### src/design/gdsa_pkg.sv
// Shared types and constants for the goal distance / mean speed block.
// No dependencies; every other design file imports this package.
`timescale 1ns / 1ps

package gdsa_pkg;

	localparam int DATA_W    = 32;  // Q16.16 fields and registers
	localparam int LEN_W     = 7;   // window_len register
	localparam int CFG_IDX_W = 2;   // configuration register index
	localparam int DIFF_W    = 33;  // signed coordinate difference
	localparam int RAD_W     = 66;  // sum of two squares
	localparam int ROOT_W    = 33;  // floor square root of a RAD_W value

	localparam logic [CFG_IDX_W-1:0] CFG_WINDOW_LEN = 2'd0;
	localparam logic [CFG_IDX_W-1:0] CFG_TARGET_X   = 2'd1;
	localparam logic [CFG_IDX_W-1:0] CFG_TARGET_Y   = 2'd2;

	localparam logic [LEN_W-1:0] WINDOW_LEN_RST = 7'd8;

	// status of an iterative arithmetic unit
	typedef struct packed {
		logic busy;
		logic done;
	} unit_stat_t;

endpackage

### src/design/gdsa_div.sv
// Restoring unsigned divider, one quotient bit per cycle.
// Depends on gdsa_pkg for the unit status struct.
`timescale 1ns / 1ps

module gdsa_div #(
	parameter int N_W = 38,
	parameter int D_W = 7
) (
	input  logic                 clk,
	input  logic                 arst_n,
	input  logic                 start,
	input  logic [N_W-1:0]       dividend,
	input  logic [D_W-1:0]       divisor,
	output logic [N_W-1:0]       quotient,
	output gdsa_pkg::unit_stat_t stat
);
	import gdsa_pkg::*;

	localparam int CNT_W = $clog2(N_W);

	logic             busy_q;
	logic             done_q;
	logic [CNT_W-1:0] cnt_q;
	logic [N_W-1:0]   num_q;   // dividend shifts out, quotient shifts in
	logic [D_W-1:0]   rem_q;
	logic [D_W-1:0]   den_q;

	logic [D_W:0] rem_sh_w;
	logic         take_w;

	assign rem_sh_w = {rem_q, num_q[N_W-1]};
	assign take_w   = (rem_sh_w >= {1'b0, den_q});

	always_ff @(posedge clk or negedge arst_n) begin
		if (!arst_n) begin
			busy_q <= 1'b0;
			done_q <= 1'b0;
			cnt_q  <= '0;
		end else begin
			done_q <= 1'b0;
			if (start && !busy_q) begin
				busy_q <= 1'b1;
				cnt_q  <= CNT_W'(N_W - 1);
			end else if (busy_q) begin
				cnt_q <= cnt_q - 1'b1;
				if (cnt_q == '0) begin
					busy_q <= 1'b0;
					done_q <= 1'b1;
				end
			end
		end
	end

	always_ff @(posedge clk) begin
		if (start && !busy_q) begin
			num_q <= dividend;
			rem_q <= '0;
			den_q <= divisor;
		end else if (busy_q) begin
			if (take_w) begin
				rem_q <= D_W'(rem_sh_w - {1'b0, den_q});
				num_q <= {num_q[N_W-2:0], 1'b1};
			end else begin
				rem_q <= D_W'(rem_sh_w);
				num_q <= {num_q[N_W-2:0], 1'b0};
			end
		end
	end

	assign quotient  = num_q;
	assign stat.busy = busy_q;
	assign stat.done = done_q;

endmodule

### config.mk
export PLATFORM = sky130hd
export DESIGN_NAME = gdsa_div
export DESIGN_NICKNAME = d
export VERILOG_FILES = /design/src/design/gdsa_pkg.sv /design/src/design/gdsa_div.sv
export SDC_FILE = /design/constraint.sdc
export NUM_CORES = 1
export LEC_CHECK = 0
export ABC_AREA = 1
export ABC_CLOCK_PERIOD_IN_PS = 1900
export BUFFER_PORTS_ARGS = -buffer_cell sky130_fd_sc_hd__buf_4
export CORE_MARGIN = 4
export CORE_UTILIZATION = 46
export DETAILED_ROUTE_END_ITERATION = 12
export PLACE_DENSITY = 0.87
export SLEW_MARGIN = 20
export SYNTH_ARGS = -nofsm -noshare
export SYNTH_HDL_FRONTEND = slang
export SYNTH_SLANG_ARGS = --single-unit
### constraint.sdc
create_clock -name clk -period 1.9 [get_ports clk]
set_input_delay 0.38 -clock clk [delete_from_list [all_inputs] [get_ports clk]]
set_output_delay 0.38 -clock clk [all_outputs]
set_load 0.02 [all_outputs]
# Yosys cells after proc, flatten, opt, wreduce, memory -nomap -nowiden
# Cells that the tools add are included.
# classes
addsub	2
n_lt_le_gt_ge	1
muxes	12
n_reduce_logical	4
# op_table
op	count
38-bit 2-to-1 mux	2
6-bit 2-to-1 mux	2
8-bit by 7-bit greater-or-equal comparator with 1-bit output	1
1-bit 2-to-1 mux	7
7-bit 2-to-1 mux	1
7-bit subtractor	1
6-bit zero test	1
6-bit by 1-bit subtractor with 6-bit output (second input constant)	1
2-bit nonzero test	1
1-bit logical AND	1
1-bit zero test	1
# totals
register_bits	60
input_bits	48
out_inout_bits	40
elab_cells	25

# Longest topological paths before layout
# Gate-level depths: netlist (run 1).
# logic_depth
word_depth	4
depth_mapped	12
mapped_depth_nobuf	12

# Worst setup path before layout (run 1)
# Ideal clock, no wire load.
# synth_path
path_type	reg2reg
startpoint	reg num_q[37] (netlist: quotient[37])
endpoint	reg rem_q[4]
setup_ps	59
arrival_ps	1821
required_time_ps	1841
setup_slack_ps	20
path_stages_with_launch	12
n_path_buf	0
synth_period_minus_slack_ps	1880
path_cell_list	edfxtp_1 inv_1 ha_1 fa_1 inv_1 nand2_1 nand2_1 nand2_1 or2_2 nand3_1 nand3_1 nand2_1
# synth_between
elab_chain_len	2
word_cells_on_any_way	3
classes_between	1 x add/sub; 1 x order compare; 1 x mux
# synth_lines
item	line_no	rtl
start, declared	gdsa_div.sv:24	logic [N_W-1:0] num_q;
start signal, assigned	gdsa_div.sv:56	num_q <= dividend;
start signal, assigned	gdsa_div.sv:62	num_q <= {num_q[N_W-2:0], 1'b1};
start signal, assigned	gdsa_div.sv:65	num_q <= {num_q[N_W-2:0], 1'b0};
7-bit subtractor / 8-bit by 7-bit greater-or-equal comparator with 1-bit output (equally long branches)	gdsa_div.sv:61, gdsa_div.sv:32	
7-bit 2-to-1 mux *	gdsa_div.sv:60	if (take_w) begin
end signal, assigned	gdsa_div.sv:61	rem_q <= D_W'(rem_sh_w - {1'b0, den_q});
end signal, assigned	gdsa_div.sv:64	rem_q <= D_W'(rem_sh_w);
end, declared	gdsa_div.sv:25	logic [D_W-1:0] rem_q;
# Every way passes the cells marked *; elsewhere a longest branch is shown, timed or not.
# A chain may end at the register's enable or synchronous reset.

# Final worst setup path (run 1)
# Ends and elaborated chain as after synthesis.

==> impl_metrics.json, run 1 <==
{
  "synth_nets": 383,
  "final_cell_mix": "nand2_1 (160), buf_4 (93), edfxtp_1 (45), inv_1 (27), nand3_1 (17)",
  "finalCritPeriodShare": 0.954,
  "combPwrFrac": 0.448,
  "syn2layout_area_growth_pct": 35.6,
  "die-area_sq_mm": 0.00774,
  "core_sq_mm": 0.00606,
  "setup_viol": 0,
  "rr_startpoint": "quotient[37]",
  "hold_start": "divisor[4]",
  "r2r-end": "rem_q[4]",
  "worst_slack_ns": 0.0869,
  "wl_um": 7320,
  "cts_root_buffer": "clkbuf_8",
  "drtIter0Drc": 160,
  "hold_depth": 1,
  "vias": 2570,
  "start_util": 0.486,
  "die_x_um": 88,
  "dpl.hpwl_um": 5140,
  "drtAntennaViolNets": 0,
  "numCtsBuffers": 9,
  "clk_pin_slew_ns": 0.07,
  "hp-class": "input pin to flop",
  "worstMarginPinSlew_ns": 0.382,
  "fin_crit_ns": 1.81,
  "routedWlPerCell_um": 14.6,
  "pin_count": 88,
  "synth-edff-count": 45,
  "irDropWorstVdd_mv": 1.09,
  "grt_max_degree": 43,
  "power_switching_mw": 2.82,
  "syn_area_per_cell_sq_um": 9.06,
  "cts_tree": "done",
  "p_clk_frac": 0.191,
  "endpoint_kind": "flop",
  "utilization": 0.659,
  "crit_fanout": 3,
  "status": "complete, no violations",
  "nNetsFinal": 479,
  "drv_slew": 0,
  "critPathRequiredTime_ns": 2.19,
  "yosysUniqueCellTypes": 35,
  "async_reset_ff_frac": 0.133,
  "numPortBuffers": 87,
  "powerDensity_mw_per_mm2": 1810,
  "cts.sinks": 60,
  "timing.fmax_mhz": 552,
  "post_route_cells_drive_above_1_share": 0.289,
  "mappedNetlistArea_sq_mm": 0.00294,
  "path_class": "flop to flop",
  "fillerInstances": 471,
  "sequentialPowerShare": 0.361,
  "hold_path_end": "den_q[4]",
  "grt_pass1_vias": 2594,
  "switching_share": 0.391,
  "num_rows": 28,
  "yosys_warnings": 0,
  "synth.area.top_cells": "edfxtp_1 (46%), nand2_1 (20%), dfrtp_1 (6.8%)",
  "dr.pass1.iters": 5,
  "skew_ns": 0.00992,
  "grt_overflow": 0,
  "synthCells": 325,
  "p_int_mw": 4.40,
  "diodes": 0,
  "cp.arrival_ns": 2.10,
  "max_slew_margin": 0.743,
  "rrSetupSlack_ns": 0.09,
  "synth_top_cell_area_share": 0.459,
  "vias_per_cell": 5.13,
  "synth_top_area_cell": "edfxtp_1",
  "reg2regPathDepth": 11,
  "finalHoldViolCount": 0,
  "clock_latency_ns": 0.34,
  "grt_use_total": 0.198,
  "synth-seq-cells": 60,
  "power.leakage_nw": 1.95,
  "maxCapViolations": 0,
  "final_common_cell": "nand2_1",
  "ys_seq_area_frac": 0.575,
  "htreeDepth": 3,
  "die_h_um": 88,
  "grt_pass1_wl_um": 11700,
  "place_ws_ns": 0.0181,
  "place_congestion": 0.847,
  "critPathLaunchType": "flop",
  "grt_antenna_before_repair": 0,
  "cts_max_path_buffers": 2,
  "drc": 0,
  "ys.flop_type": "edfxtp_1"
}
[flip-flops by register name, summed over array words and instances, names as in the netlist]
signal and count:
rem_q 7, cnt_q 6, den_q 7, done_q 1, quotient 38, busy_q 1
[logic make-up after synthesis]
| kind of cell | Yosys count | share of synthesized area |
|---|---|---|
| and+or+nand+nor | 202 | 0.291 |
| DFF | 60 | 0.575 |
| buffers and inverters | 40 | 0.0574 |
| adders and majority gates | 10 | 0.0450 |
| xor gates and xnor gates | 2 | 0.00595 |
| AOI/OAI and AO/OA | 11 | 0.0264 |
[worst max-delay path, stage by stage (launching register included)]
cell and delay (ns):
edfxtp_1 0.36, inv_1 0.09, ha_4 0.17, fa_2 0.37
inv_1 0.08, nand2_1 0.06, nand2_1 0.09, nand2_1 0.07
or2_2 0.27, nand3_1 0.09, nand3_1 0.06, nand2_1 0.05
[through the flow]
step	setup TNS [ns]	hold WS, ns	power [mW]	instances	instance area (sq um)
final	0	0.217	7.22	501	3990
after global routing	-0.0000233	0.203	7.70	501	3990
after CTS	0	0.211	7.16	499	3950
after detailed placement	0	0.202	5.76	482	3710
after global placement	0	0.201	5.61	482	3710
after floorplan	0	0.0844	4.56	325	2940
[synth_stat cells, types with 2 or more instances]
library cell	number
xor2_1	2
nor2_2	2
o21ai_0	3
nand4_1	2
edfxtp_1	45
ha_1	9
nand3b_1	6
buf_4	2
clkbuf_1	4
dfxtp_1	7
dfrtp_1	8
nand3_1	17
buf_2	3
nor2_1	9
nand2_1	160
inv_1	27
[layer usage]
metal	up-vias	track usage	share of wire
met4	0	0.0795	0.018
met3	17	0.0762	0.089
met2	107	0.333	0.50
met5	-	0	0
li1	1239	-	-
met1	1207	0.225	0.39
[how the worst max path moves through the flow]
stage                            start       end  slack, ns  cells past startpoint
after global routing          den_q[0]  rem_q[4]   -0.00002                     10
after global placement    quotient[37]  rem_q[4]       0.12                     11
final                     quotient[37]  rem_q[4]       0.09                     11
after detailed placement  quotient[37]  rem_q[4]       0.02                     11
after CTS                 quotient[37]  rem_q[4]      0.004                     11
after floorplan           quotient[37]  rem_q[4]       0.02                     11
[final cells by class]
type                    count  area [sq um]  area share
flip-flops and latches     60          1690       0.424
inverters                  29           109      0.0273
clock buffers              11           131      0.0329
repair buffers             96           748       0.187
clock inverters             5           100      0.0251
multi-input cells         225          1120       0.280
well taps                  75          93.8      0.0235
[timing repair]
item / CTS / global route
endpoints found under the setup margin: 0 / 8
resized for setup: 0 / 6
endpoints found under the hold margin: 8 / 0
hold buffers: 1 / 0
setup buffers: 0 / 2
[power groups by stage]
stage | registers (mW) | logic (mW) | clock network (mW)
floorplan | 3.06 | 1.50 | 0
global placement | 2.59 | 3.01 | 0
detailed placement | 2.61 | 3.15 | 0
CTS | 2.61 | 3.17 | 1.38
global route | 2.68 | 3.56 | 1.45
finish | 2.61 | 3.24 | 1.38
No activity file was read; power rests on OpenSTA's default activity.
==> run 2, diff against run 1 <==
--- a/config.mk
+++ b/config.mk
@@ -8,6 +8,7 @@
 export ABC_AREA = 1
 export ABC_CLOCK_PERIOD_IN_PS = 1900
 export BUFFER_PORTS_ARGS = -buffer_cell sky130_fd_sc_hd__buf_4
+export CORE_ASPECT_RATIO = 0.75
 export CORE_MARGIN = 4
 export CORE_UTILIZATION = 46
 export DETAILED_ROUTE_END_ITERATION = 12
==> run 2 against run 1 <==
Total power down 4.3%. Critical endpoint unchanged. Flip-flop and latch count unchanged. Combinational power is 2% lower. Final area down 1.6%. Register-to-register slack better by 0.02 ns. Core utilization decreased by 0.44 points. Largest cell class unchanged.
==> impl_metrics.json, run 2 (same netlist as run 1, synthesis figures left out) <==
{
  "status": "complete, no violations",
  "grt_antenna_before_repair": 0,
  "cts_root_buffer": "clkbuf_8",
  "final_cell_mix": "nand2_1 (157), buf_4 (94), edfxtp_1 (45), inv_1 (27), nand3_1 (17)",
  "critical-path-top-delay-family": "simple AND/OR/NAND/NOR gates",
  "vias": 2501,
  "powerDensity_mw_per_mm2": 1760,
  "grt_use_total": 0.188,
  "start_util": 0.490,
  "fillerInstances": 489,
  "final_common_cell": "nand2_1",
  "largest_register_ff_count": 38,
  "wl_um": 6900,
  "vias_per_cell": 4.96,
  "finalCritPeriodShare": 0.946,
  "critPathRequiredTime_ns": 2.18,
  "numCtsBuffers": 9,
  "cp_slowest_cell": "fa_2",
  "path_class": "flop to flop",
  "dr.pass1.iters": 4,
  "rrSetupSlack_ns": 0.10,
  "power.leakage_nw": 1.92,
  "fin_crit_ns": 1.80,
  "r2r-end": "rem_q[4]",
  "grt_overflow": 0,
  "endpoint_kind": "flop",
  "max_slew_margin": 0.683,
  "htreeDepth": 3,
  "drc": 0,
  "clk_pin_slew_ns": 0.06,
  "seq_area_sq_mm": 0.00169,
  "pin_count": 88,
  "cts.sinks": 60,
  "drtAntennaViolNets": 0,
  "die-area_sq_mm": 0.00776,
  "routedWlPerCell_um": 13.7,
  "hold_path_end": "den_q[3]",
  "grt_pass1_wl_um": 11300,
  "rr_startpoint": "quotient[37]",
  "num_rows": 24,
  "post_route_cells_drive_above_1_share": 0.286,
  "cts_max_path_buffers": 2,
  "grt_pass1_vias": 2364,
  "hold_start": "divisor[3]",
  "hp-class": "input pin to flop",
  "setup_viol": 0,
  "grt_max_degree": 46,
  "irDropWorstVdd_mv": 0.779,
  "top_usage_layer": "met2",
  "dpl.hpwl_um": 5090,
  "maxCapViolations": 0,
  "die_x_um": 100,
  "diodes": 0,
  "timing.fmax_mhz": 556,
  "gr-usage-met1": 0.254,
  "clock_latency_ns": 0.33,
  "syn2layout_area_growth_pct": 33.4,
  "crit_buf_inv": 2,
  "core_sq_mm": 0.00601,
  "drtIter0Drc": 89,
  "power.total_mw": 6.91,
  "numPortBuffers": 87,
  "hold_depth": 1,
  "setup_tns_ns": 0,
  "use_met2": 0.276,
  "cp.arrival_ns": 2.07,
  "skew_ns": 0.00783,
  "cts_tree": "done",
  "utilization": 0.654,
  "nNetsFinal": 479,
  "crit_chain": "inv_1 -> ha_2 -> fa_2 -> inv_1 -> nand2_1 -> nand2_2 -> nand2_2 -> or2_2 -> nand3_1 -> nand3_1 -> nand2_1",
  "critPathLaunchType": "flop",
  "crit_fanout": 3,
  "die_h_um": 77.3,
  "finalHoldViolCount": 0,
  "drv_slew": 0,
  "worstMarginPinSlew_ns": 0.475,
  "reg2regPathDepth": 11,
  "grt_util_met3": 0.0752,
  "slowest_delay_ns": 0.36,
  "multi_input_area_sq_mm": 0.00111,
  "place_congestion": 0.900
}
-- run 2: changes by cell type in the layout (fill, tap and decap cells not counted), sizes merged --
cell    delta
bufinv     -2
clkbuf     +2
-- run 2: final cells by class --
type                    instances  share of cell area
clock buffers                  13              0.0379
repair buffers                 96               0.187
well taps                      78              0.0248
inverters                      29              0.0277
flip-flops and latches         60               0.431
clock inverters                 3             0.00955
multi-input cells             225               0.282
-- run 2: worst reg2reg max path, stage by stage, from the launching register on --
cell and delay [ns]:
edfxtp_1 0.35, inv_1 0.06, ha_2 0.20, fa_2 0.36, inv_1 0.08, nand2_1 0.07
nand2_2 0.08, nand2_2 0.07, or2_2 0.27, nand3_1 0.08, nand3_1 0.07, nand2_1 0.05
-- run 2: power breakdown --
group          internal, mW  switching (mW)
clock                 0.635           0.465
sequential             2.20           0.422
combinational          1.32            1.87
-- run 2: what timing repair did --
item / CTS / global route
endpoints found under the setup margin: 0 / 8
buffers inserted: 0 / 2
hold buffers: 1 / 0
resized for setup: 0 / 7
hold endpoints to repair: 8 / 0
-- run 2: metal layers --
metal	wire length, um	vias up
met4	78	0
met2	3100	113
met1	3040	1143
li1	-	1238
met3	678	7
met5	0	-
-- run 2: stage by stage --
stage	hold slack [ns]	instance area, sq um	setup WS, ns	std cells
2_1_floorplan	0.0844	2940	0.0204	325
3_3_place_gp	0.201	3700	0.120	485
3_5_place_dp	0.204	3700	0.0435	485
4_1_cts	0.207	3890	0.0445	502
5_1_grt	0.198	3930	-0.00385	504
6_report	0.226	3930	0.103	504
-- run 2: worst max path at each step --
stage	startpoint	end	cells after the start
final	quotient[37]	rem_q[4]	11
after global routing	quotient[37]	rem_q[4]	11
after CTS	quotient[37]	rem_q[4]	11
after detailed placement	quotient[37]	rem_q[4]	11
after global placement	quotient[37]	rem_q[4]	11
after floorplan	quotient[37]	rem_q[4]	11
